===== src/rtl/core/owr_pkg.sv =====
`timescale 1ns / 1ps
`default_nettype none
// ----------------------------------------------------------------------------
// owr_pkg
// shared widths, step counts and controller/datapath interface types
// ----------------------------------------------------------------------------
package owr_pkg;

  localparam int SAMPLE_W   = 16;
  localparam int SQ_W       = 31;   // square of a 16-bit sample fits 31 bits
  localparam int HALF_SUM_W = 38;
  localparam int WIN_SUM_W  = HALF_SUM_W + 1;
  localparam int FRAC_SHIFT = 16;   // 8 fraction bits after the root
  localparam int WORK_W     = 56;   // root operand word, even
  localparam int ROOT_W     = WORK_W / 2;
  localparam int RMS_W      = 24;
  localparam int ACC_W      = 42;
  localparam int TOTAL_W    = 40;
  localparam int SQRT_STEPS = ROOT_W;
  localparam int STEP_W     = 5;

  typedef struct packed {
    logic accept;     // input item taken this cycle
    logic sqrt_step;  // one root bit
    logic finish;     // load window result into output register
  } owr_cmd_t;

  typedef struct packed {
    logic win;        // next accepted item completes a half window
    logic out_free;   // output register can take a result this cycle
  } owr_status_t;

endpackage
`default_nettype wire


===== src/rtl/core/owr_ctrl.sv =====
`timescale 1ns / 1ps
`default_nettype none
// ----------------------------------------------------------------------------
// owr_ctrl
// sequencer for item intake and square root steps
// ----------------------------------------------------------------------------
module owr_ctrl
  import owr_pkg::*;
(
  input  wire logic        clk,
  input  wire logic        rst,
  input  wire logic        in_valid,
  output logic             in_stall,
  input  wire owr_status_t status,
  output owr_cmd_t         cmd
);

  localparam logic [1:0] ST_IDLE = 2'd0;
  localparam logic [1:0] ST_SQRT = 2'd1;
  localparam logic [1:0] ST_DONE = 2'd2;

  localparam logic [STEP_W-1:0] SQRT_LAST = STEP_W'(SQRT_STEPS - 1);

  logic [1:0]        state;
  logic [1:0]        state_next;
  logic [STEP_W-1:0] cnt;
  logic [STEP_W-1:0] cnt_next;

  always_comb begin
    cmd        = '0;
    in_stall   = 1'b1;
    state_next = state;
    cnt_next   = cnt;
    case (state)
      ST_IDLE: begin
        in_stall   = !status.out_free;
        cmd.accept = in_valid && status.out_free;
        if (cmd.accept && status.win) begin
          state_next = ST_SQRT;
          cnt_next   = '0;
        end
      end
      ST_SQRT: begin
        cmd.sqrt_step = 1'b1;
        cnt_next      = cnt + STEP_W'(1);
        if (cnt == SQRT_LAST) begin
          state_next = ST_DONE;
          cnt_next   = '0;
        end
      end
      ST_DONE: begin
        if (status.out_free) begin
          cmd.finish = 1'b1;
          state_next = ST_IDLE;
        end
      end
      default: begin
        state_next = ST_IDLE;
        cnt_next   = '0;
      end
    endcase
  end

  always_ff @(posedge clk) begin
    if (rst) begin
      state <= ST_IDLE;
      cnt   <= '0;
    end else begin
      state <= state_next;
      cnt   <= cnt_next;
    end
  end

  a_busy_stalls: assert property (@(posedge clk) disable iff (rst)
    (state != ST_IDLE) |-> in_stall)
    else $error("input not stalled while busy");

  a_win_starts_root: assert property (@(posedge clk) disable iff (rst)
    (cmd.accept && status.win) |=> (state == ST_SQRT && cnt == '0))
    else $error("window item did not start the root");

  a_root_count: assert property (@(posedge clk) disable iff (rst)
    (state == ST_SQRT) |-> (cnt <= SQRT_LAST))
    else $error("root step count out of range");

endmodule
`default_nettype wire


===== src/rtl/core/owr_datapath.sv =====
`timescale 1ns / 1ps
`default_nettype none
// ----------------------------------------------------------------------------
// owr_datapath
// half sums, bit-serial root scaled by the window length, accumulator,
// output register
// ----------------------------------------------------------------------------
module owr_datapath
  import owr_pkg::*;
#(
  parameter int WINDOW_LEN = 256
) (
  input  wire logic                       clk,
  input  wire logic                       rst,
  input  wire owr_cmd_t                   cmd,
  output owr_status_t                     status,
  input  wire logic signed [SAMPLE_W-1:0] sample,
  input  wire logic                       end_of_vector,
  output logic                            out_valid,
  input  wire logic                       out_stall,
  output logic [RMS_W-1:0]                window_rms,
  output logic                            window_valid,
  output logic [TOTAL_W-1:0]              total_quarter,
  output logic                            total_valid
);

  localparam int HALF_LEN  = WINDOW_LEN / 2;
  localparam int CNT_W     = $clog2(HALF_LEN + 1);
  localparam int N_W       = $clog2(WINDOW_LEN + 1);
  localparam int NR_W      = ROOT_W + N_W;
  localparam int REM_W     = NR_W + 2;
  localparam logic [CNT_W-1:0]     HALF_CNT = CNT_W'(HALF_LEN);
  localparam logic [N_W-1:0]       WIN_N    = N_W'(WINDOW_LEN);
  localparam logic [HALF_SUM_W-1:0] HALF_MAX = '1;
  localparam logic [ACC_W-1:0]     ACC_MAX  = '1;
  localparam logic [RMS_W-1:0]     RMS_MAX  = '1;

  logic [HALF_SUM_W-1:0] prev_sum;
  logic [HALF_SUM_W-1:0] cur_sum;
  logic [CNT_W-1:0]      count;
  logic [ACC_W-1:0]      acc;
  logic [WORK_W-1:0]     work;
  logic [REM_W-1:0]      sq_rem;
  logic [ROOT_W-1:0]     root;
  logic [NR_W-1:0]       nroot;
  logic                  pend_last;

  logic signed [2*SAMPLE_W-1:0] sq_full;
  logic [HALF_SUM_W:0]          cur_add;
  logic [HALF_SUM_W-1:0]        cur_next;
  logic [CNT_W-1:0]             count_next;
  logic [WIN_SUM_W-1:0]         win_sum;
  logic [REM_W+1:0]             sq_sh;
  logic [REM_W+1:0]             sq_trial;
  logic                         sq_ge;
  logic [NR_W-1:0]              nroot_next;
  logic [RMS_W-1:0]             rms;
  logic [ACC_W:0]               acc_add;
  logic [ACC_W-1:0]             acc_next;
  logic                         out_take;

  // square and saturating half sum
  assign sq_full    = sample * sample;
  assign cur_add    = {1'b0, cur_sum} + (HALF_SUM_W + 1)'(sq_full[SQ_W-1:0]);
  assign cur_next   = cur_add[HALF_SUM_W] ? HALF_MAX : cur_add[HALF_SUM_W-1:0];
  assign count_next = count + CNT_W'(1);
  assign win_sum    = WIN_SUM_W'(prev_sum) + WIN_SUM_W'(cur_next);

  // digit-by-digit root of work / WINDOW_LEN, two operand bits a step;
  // nroot holds WINDOW_LEN * root, so the trial term carries the division
  assign sq_sh      = {sq_rem, work[WORK_W-1 -: 2]};
  assign sq_trial   = (REM_W + 2)'({nroot, 2'b00}) + (REM_W + 2)'(WIN_N);
  assign sq_ge      = sq_sh >= sq_trial;
  assign nroot_next = {nroot[NR_W-2:0], 1'b0} + (sq_ge ? NR_W'(WIN_N) : NR_W'(0));

  assign rms      = (root[ROOT_W-1:RMS_W] != '0) ? RMS_MAX : root[RMS_W-1:0];
  assign acc_add  = {1'b0, acc} + (ACC_W + 1)'(rms);
  assign acc_next = acc_add[ACC_W] ? ACC_MAX : acc_add[ACC_W-1:0];

  assign out_take        = out_valid && !out_stall;
  assign status.out_free = !out_valid || !out_stall;
  assign status.win      = count_next >= HALF_CNT;

  always_ff @(posedge clk) begin
    if (rst) begin
      prev_sum  <= '0;
      cur_sum   <= '0;
      count     <= '0;
      acc       <= '0;
      out_valid <= 1'b0;
      pend_last <= 1'b0;
    end else begin
      if (out_take) begin
        out_valid <= 1'b0;
      end
      if (cmd.accept) begin
        if (status.win) begin
          prev_sum  <= cur_next;
          cur_sum   <= '0;
          count     <= '0;
          pend_last <= end_of_vector;
        end else if (end_of_vector) begin
          cur_sum   <= '0;
          count     <= '0;
          acc       <= '0;
          out_valid <= 1'b1;
        end else begin
          cur_sum <= cur_next;
          count   <= count_next;
        end
      end
      if (cmd.finish) begin
        out_valid <= 1'b1;
        acc       <= pend_last ? '0 : acc_next;
      end
    end
  end

  // arithmetic and output payload
  always_ff @(posedge clk) begin
    if (cmd.accept && status.win) begin
      work   <= WORK_W'({win_sum, {FRAC_SHIFT{1'b0}}});
      sq_rem <= '0;
      root   <= '0;
      nroot  <= '0;
    end else if (cmd.sqrt_step) begin
      sq_rem <= sq_ge ? REM_W'(sq_sh - sq_trial) : sq_sh[REM_W-1:0];
      root   <= {root[ROOT_W-2:0], sq_ge};
      nroot  <= nroot_next;
      work   <= {work[WORK_W-3:0], 2'b00};
    end
    if (cmd.accept && !status.win && end_of_vector) begin
      window_rms    <= '0;
      window_valid  <= 1'b0;
      total_quarter <= acc[ACC_W-1:2];
      total_valid   <= 1'b1;
    end else if (cmd.finish) begin
      window_rms    <= rms;
      window_valid  <= 1'b1;
      total_quarter <= pend_last ? acc_next[ACC_W-1:2] : '0;
      total_valid   <= pend_last;
    end
  end

  a_count_range: assert property (@(posedge clk) disable iff (rst)
    count < HALF_CNT)
    else $error("half sample count reached half length");

  a_result_nonempty: assert property (@(posedge clk) disable iff (rst)
    out_valid |-> (window_valid || total_valid))
    else $error("result item carries neither window nor total");

  a_no_load_collision: assert property (@(posedge clk) disable iff (rst)
    !(cmd.finish && cmd.accept))
    else $error("finish and accept in the same cycle");

endmodule
`default_nettype wire


===== src/rtl/core/overlapped_window_rms_accumulator.sv =====
// an end-of-vector item that closes no half window gives its result in the next cycle
// an item closing a half window gives its result after 28 root steps and the done state,
// which waits for a free output register; throughput: 1 item per cycle within a half while
// the output register is free; the bit-serial root and done state stall the input meanwhile
// reset (rst, synchronous): half sums, count and accumulator cleared, output empty
`timescale 1ns / 1ps
`default_nettype none
// ----------------------------------------------------------------------------
// overlapped_window_rms_accumulator
// 50% overlap window rms of a sample stream, summed per vector and reported
// as a quarter of the sum on end of vector
// ----------------------------------------------------------------------------
module overlapped_window_rms_accumulator
  import owr_pkg::*;
#(
  parameter int WINDOW_LEN = 256
) (
  input  wire logic                       clk,
  input  wire logic                       rst,
  // sample item channel
  input  wire logic                       in_valid,
  output logic                            in_stall,
  input  wire logic signed [SAMPLE_W-1:0] sample,
  input  wire logic                       end_of_vector,
  // result item channel
  output logic                            out_valid,
  input  wire logic                       out_stall,
  output logic [RMS_W-1:0]                window_rms,
  output logic                            window_valid,
  output logic [TOTAL_W-1:0]              total_quarter,
  output logic                            total_valid
);

  // command and status between sequencer and datapath
  owr_cmd_t    cmd;
  owr_status_t status;

  // sequencer: takes items, then walks the root steps
  // after each completed half window
  owr_ctrl u_ctrl (
    .clk      (clk),
    .rst      (rst),
    .in_valid (in_valid),
    .in_stall (in_stall),
    .status   (status),
    .cmd      (cmd)
  );

  // datapath: squares into the current half, forms (prev + cur) << 16,
  // takes the root of that over the window length one root bit a cycle,
  // with the window length folded into the trial term, then saturates,
  // accumulates and loads the output register
  owr_datapath #(
    .WINDOW_LEN (WINDOW_LEN)
  ) u_datapath (
    .clk           (clk),
    .rst           (rst),
    .cmd           (cmd),
    .status        (status),
    .sample        (sample),
    .end_of_vector (end_of_vector),
    .out_valid     (out_valid),
    .out_stall     (out_stall),
    .window_rms    (window_rms),
    .window_valid  (window_valid),
    .total_quarter (total_quarter),
    .total_valid   (total_valid)
  );

endmodule
`default_nettype wire


===== config.mk =====
export PLATFORM = sky130hd
export DESIGN_NAME = overlapped_window_rms_accumulator
export DESIGN_NICKNAME = d
export VERILOG_FILES = /design/src/rtl/core/owr_pkg.sv /design/src/rtl/core/owr_ctrl.sv /design/src/rtl/core/owr_datapath.sv /design/src/rtl/core/overlapped_window_rms_accumulator.sv
export SDC_FILE = /design/constraint.sdc
export NUM_CORES = 1
export LEC_CHECK = 0
export BUFFER_PORTS_ARGS = -buffer_cell sky130_fd_sc_hd__buf_4
export CAP_MARGIN = 25
export CORE_MARGIN = 2
export CORE_UTILIZATION = 49
export DETAILED_ROUTE_END_ITERATION = 16
export GPL_TIMING_DRIVEN = 0
export PLACE_DENSITY = 0.68
export SYNTH_ARGS = -nofsm -noshare
export SYNTH_HDL_FRONTEND = slang
export SYNTH_SLANG_ARGS = --single-unit

===== constraint.sdc =====
create_clock -name clk -period 9.8 [get_ports clk]
set_input_delay 0 -clock clk [delete_from_list [all_inputs] [get_ports clk]]
set_output_delay 0 -clock clk [all_outputs]
set_load 0.05 [all_outputs]

==> reports/qor.csv, run 1 <==
metric;value;unit
crit_required;10.22;ns
vias;24500;
start_kind;input port;
htree_levels;2;
cts.sinks;309;
grt_pass1_wl;124000;um
port_buffers;87;
hpwlAfterDp;58900;um
worstSetupEndpointType;flip-flop;
wire_per_inst;18.0;um
finalWirelength;77200;um
slew_headroom;38.9;%
ys_types;94;
yosys_most_used_dff;dfxtp_1;
fmax;104;MHz
drc;0;
vias_per_cell;5.72;
dieHeight;243;um
drive_above_1_share;9.76;%
max-cap-violations;0;
fin_crit_sh;97.9;%
dr.first_iter.drc_count;1773;
tns;0;ns
ys_warn_count;0;
num_rows;87;
fin_crit;9.59;ns
syn_inst;3358;
report.final.slew_viol_count;0;
grt_max_degree;43;
clk_latency;0.56;ns
crit_type;in -> reg;
grt_overflow;0;
io_pins;89;
max_stage_delay;0.55;ns
worst-slew-pin-transition;0.917;ns
firstDrtPassIters;6;
die_w;243;um
nets;3973;
grtUsageTotal;25.8;%
core-area;56500;um2
cpMaxStageDelayCell;fa_1;
clkTransAtPathRegs;0.07;ns
setup_viol;0;
final_hold_viol_count;0;
avgSynthCellArea;8.34;um2
clockBufferDepth;3;
antenna_found_initial;0;
n_fill_cell;5240;
crit_fanout;7;
diodes;0;
gp_congestion;0.942;
dieArea;59100;um2
synth_edf_count;79;
cts_root_buf;clkbuf_16;
grt_pass1_vias;23700;
yosysSeqAreaShare;24.9;%
netlist_area;28000;um2
syn_nets;3823;
async_flop_share;0;%
cpMostUsedCell;fa_1;
skew;0.0244;ns
yosys_register_bits;309;
critPathArrivalTime;10.02;ns
status;finished, final reports clean;
antenna_left;0;
cts_tree;done;
final_core_util;56.2;%
cts-buffers-inserted;35;
hp-class;in -> reg;
initial_core_util;49.6;%
area_delta_synth_final;13.4;%
==> flip-flops by register name (all words and copies together), names as in the netlist <==
register                  count
u_datapath.acc               42
u_datapath.total_quarter     40
u_datapath.work              40
u_datapath.sq_rem            39
u_datapath.cur_sum           38
u_datapath.prev_sum          38
u_datapath.root              27
u_datapath.window_rms        24
u_datapath.count              8
u_ctrl.cnt                    5
u_ctrl.state                  2
u_datapath.nroot              2
u_datapath.out_valid          1
u_datapath.pend_last          1
u_datapath.total_valid        1
u_datapath.window_valid       1
==> cells in the final DEF, fill, tap and decap left out, types with 99 or more instances in the layout <==
| cell type | netlist | layout |
|---|---|---|
| o21ai_0 | 250 | 243 |
| nand3_1 | 103 | 99 |
| nand2_1 | 367 | 356 |
| clkbuf_1 | 134 | 112 |
| buf_4 | 2 | 126 |
| fa_1 | 228 | 226 |
| ha_1 | 216 | 194 |
| dfxtp_1 | 230 | 230 |
| inv_1 | 399 | 394 |
| a21oi_1 | 234 | 220 |
| nor2_1 | 276 | 267 |
==> layer usage <==
metal | global-route usage [%] | part of all wire [%]
met2 | 44.8 | 49
met1 | 33.6 | 43
met5 | 0 | 0
met3 | 3.02 | 5.1
met4 | 7.58 | 2.6
==> Yosys cell counts, drive strengths merged (27+ instances only) <==
| master | n | area, um2 |
|---|---|---|
| nand3 | 104 | 526 |
| inv | 399 | 1500 |
| nand2 | 367 | 1380 |
| fa | 228 | 4560 |
| a21o | 74 | 556 |
| a31oi | 32 | 200 |
| nor3 | 41 | 210 |
| ha | 216 | 2700 |
| xor2 | 61 | 534 |
| o21ai | 261 | 1310 |
| edfxtp | 79 | 2370 |
| buf | 31 | 161 |
| clkbuf | 134 | 503 |
| a21oi | 236 | 1190 |
| xnor2 | 94 | 823 |
| nand4 | 27 | 169 |
| and2 | 52 | 325 |
| dfxtp | 230 | 4600 |
| a211oi | 35 | 268 |
| a311oi | 36 | 315 |
| and3 | 40 | 250 |
| nor2 | 278 | 1050 |
==> layout make-up <==
type	instances	area [um2]	area share, %
multi-input combinational	2485	19400	61.1
sequential	309	6980	22.0
inverter	399	1510	4.75
timing repair buffer	128	1010	3.17
clock buffer	49	971	3.06
tap	756	946	2.98
buffer	150	752	2.37
clock inverter	14	185	0.583
==> critical path: cells and delay by family <==
| kind | cells | cell delay, ns |
|---|---|---|
| xor gates and xnor gates | 1 | 0.16 |
| adders and majority gates | 9 | 3.72 |
| and+or+nand+nor | 14 | 2.60 |
| buffers and inverters | 7 | 0.88 |
| AOI/OAI and AO/OA | 11 | 2.63 |
==> cells by family (layout without fill, tap and decap cells) <==
logic type	after synthesis	after routing	share of synthesized area, %
flops	309	309	24.9
xor+xnor	155	155	4.85
compound gates	839	839	18.8
mux	20	20	0.728
fa+ha+maj	444	444	25.9
simple gates	1027	1027	17.0
buf+inv	564	740	7.72
==> final timing paths <==
path	endpoint	cells after the start	slack, ns	start
max	u_datapath.work[51]$_DFFE_PP_	42	0.21	sample[2]
min	u_datapath.cur_sum[35]$_SDFFE_PP0P_	4	0.1	rst
max reg2reg	u_datapath.total_quarter[6]$_DFFE_PP_	15	4.60	u_datapath.nroot[35]$_SDFFE_PP0P_
min reg2reg	u_datapath.root[0]$_SDFFE_PP0P_	2	0.46	u_datapath.root[0]$_SDFFE_PP0P_
==> per-stage QoR <==
stage | hold slack [ns] | std cells | area, um2 | worst slack, ns
after CTS | 0.0719 | 4277 | 31200 | 0.000630
after global placement | 0.333 | 4201 | 29600 | -1.85
after detailed placement | 0.337 | 4201 | 29600 | -1.91
final | 0.0984 | 4290 | 31800 | 0.207
after global routing | 0.145 | 4290 | 31800 | -0.155
after floorplan | 0.136 | 3358 | 28000 | 0.0303
==> timing repair <==
item,4_1_cts,5_1_grt
pin swaps,12,49
hold buffers,2,0
setup buffers,20,18
resized for setup,67,123
setup endpoints to repair,32,30
gates cloned,1,0
endpoints found under the hold margin,3,0
Power of run 1 is left out: the tool's default activity adds up to more than one toggle a clock period on the data nets, which glitch-free logic cannot reach.
==> inputs of run 2 (changes only) <==
- PLACE_DENSITY: 0.68 -> 0.7
==> reports/qor.csv, run 2 (synthesized netlist as in run 1, its figures left out) <==
metric;value;unit;change
grt_overflow;0;;unchanged
vias_per_cell;5.71;;-0.13%
cpMostUsedCell;fa_1;;
gp_congestion;0.948;;+0.61%
htree_levels;2;;unchanged
drc;0;;unchanged
core-area;56500;um2;unchanged
critPathArrivalTime;9.90;ns;-0.12 ns
clockBufferDepth;3;;unchanged
start_kind;input port;;
fmax;104;MHz;-0.11%
largestRegisters;u_datapath.acc (42), u_datapath.total_quarter (40), u_datapath.work (40);;
mostFrequentLayoutCell;inv_1;;
worst-slew-pin-transition;0.965;ns;+0.0475 ns
dr.first_iter.drc_count;1940;;+9.4%
num_rows;87;;unchanged
cts_root_buf;clkbuf_16;;
finalWirelength;76700;um;-0.74%
firstDrtPassIters;6;;unchanged
crit_required;10.10;ns;-0.12 ns
regMostFlops;u_datapath.acc;;
grt_pass1_vias;23800;;+0.49%
clk_latency;0.56;ns;about the same
max_stage_delay;0.62;ns;+0.07 ns
nets;3974;;+0.025%
die_w;243;um;unchanged
largest_reg_flops;42;;unchanged
cts-buffers-inserted;35;;unchanged
port_buffers;87;;unchanged
fin_crit_sh;98.0;%;+0.10 points
hpwlAfterDp;58200;um;-1.3%
wl_met1;32800;um;-0.97%
cts_tree;done;;
wire_per_inst;17.9;um;-0.74%
area_delta_synth_final;13.7;%;
timing.rr.start;u_datapath.nroot[35]$_SDFFE_PP0P_;;
slew_headroom;35.7;%;-3.2 points
fin_crit;9.60;ns;+0.0103 ns
crit_type;in -> reg;;
met2WireLength;37700;um;-1.2%
drive_above_1_share;10.1;%;+0.34 points
dieHeight;243;um;unchanged
antenna_left;0;;unchanged
tns;0;ns;unchanged
report.final.slew_viol_count;0;;unchanged
setup_viol;0;;unchanged
vias;24500;;-0.13%
dr_wl_met3;3620;um;-7.3%
clkTransAtPathRegs;0.06;ns;about the same
status;finished, final reports clean;;
diodes;0;;unchanged
skew;0.0169;ns;-0.00752 ns
initial_core_util;49.6;%;unchanged
crit_start;sample[4];;
grt_pass1_wl;123000;um;-0.60%
cts.sinks;309;;unchanged
antenna_found_initial;0;;unchanged
top_layer;met4;;
io_pins;89;;unchanged
worstSetupEndpointType;flip-flop;;
grtUsageTotal;25.5;%;-0.24 points
dieArea;59100;um2;unchanged
final_hold_viol_count;0;;unchanged
hp-class;in -> reg;;
hp-start;rst;;
cpMaxStageDelayCell;fa_2;;
grt_max_degree;43;;unchanged
crit_fanout;10;;+3
mostFrequentLayoutCells;inv_1 (393), nand2_1 (355), nor2_1 (265);;
max-cap-violations;0;;unchanged
[run 2: final cells by class]
cell class / instances / area (um2)
Timing Repair Buffer: 129 / 981
Multi-Input combinational cell: 2485 / 19500
Tap cell: 756 / 946
Fill cell: 5169 / 24600
Buffer: 150 / 754
Clock buffer: 47 / 995
Clock inverter: 15 / 199
Inverter: 399 / 1510
Sequential cell: 309 / 6980
[run 2: what timing repair did]
action                                  in CTS  in global routing
resized for setup                           61                134
endpoints found under the setup margin      31                 29
setup buffers                               10                 30
hold buffers                                 2                  0
hold endpoints to repair                     3                  0
pin swaps                                   16                 48
[run 2: final timing paths]
check / endpoint / slack, ns / cells past startpoint
setup / recovery: u_datapath.work[43]$_DFFE_PP_ / 0.20 / 41
hold / removal: u_datapath.cur_sum[35]$_SDFFE_PP0P_ / 0.13 / 4
setup reg to reg: u_datapath.total_quarter[23]$_DFFE_PP_ / 4.68 / 16
hold reg to reg: u_datapath.work[55]$_SDFFE_PP0P_ / 0.44 / 2
[run 2: critical path, delay by kind of cell]
kind | cells | cell delay [ns]
simple gates | 10 | 1.60
compound gates | 15 | 3.40
buf+inv | 7 | 0.72
fa+ha+maj | 9 | 4.13
[run 2: per-stage QoR]
stage                     utilization (%)  instance area (um2)  hold slack [ns]  setup slack, ns  instances
after floorplan                         -                28000            0.136           0.0303       3358
after global placement               52.5                29600            0.328            -1.88       4201
after detailed placement             52.5                29600            0.330            -1.89       4201
after CTS                            55.2                31200           0.0829         -0.00255       4266
after global routing                 56.4                31900            0.150          -0.0576       4290
final                                56.4                31900            0.129            0.197       4290
[run 2: metal layers]
metal  GRT usage (%)  vias to the layer above
li1                -                    11700
met1            33.0                    11900
met2            44.3                      685
met3            2.86                      152
met4            8.57                        0
met5               0                        -
Power of run 2 is left out for the same reason.
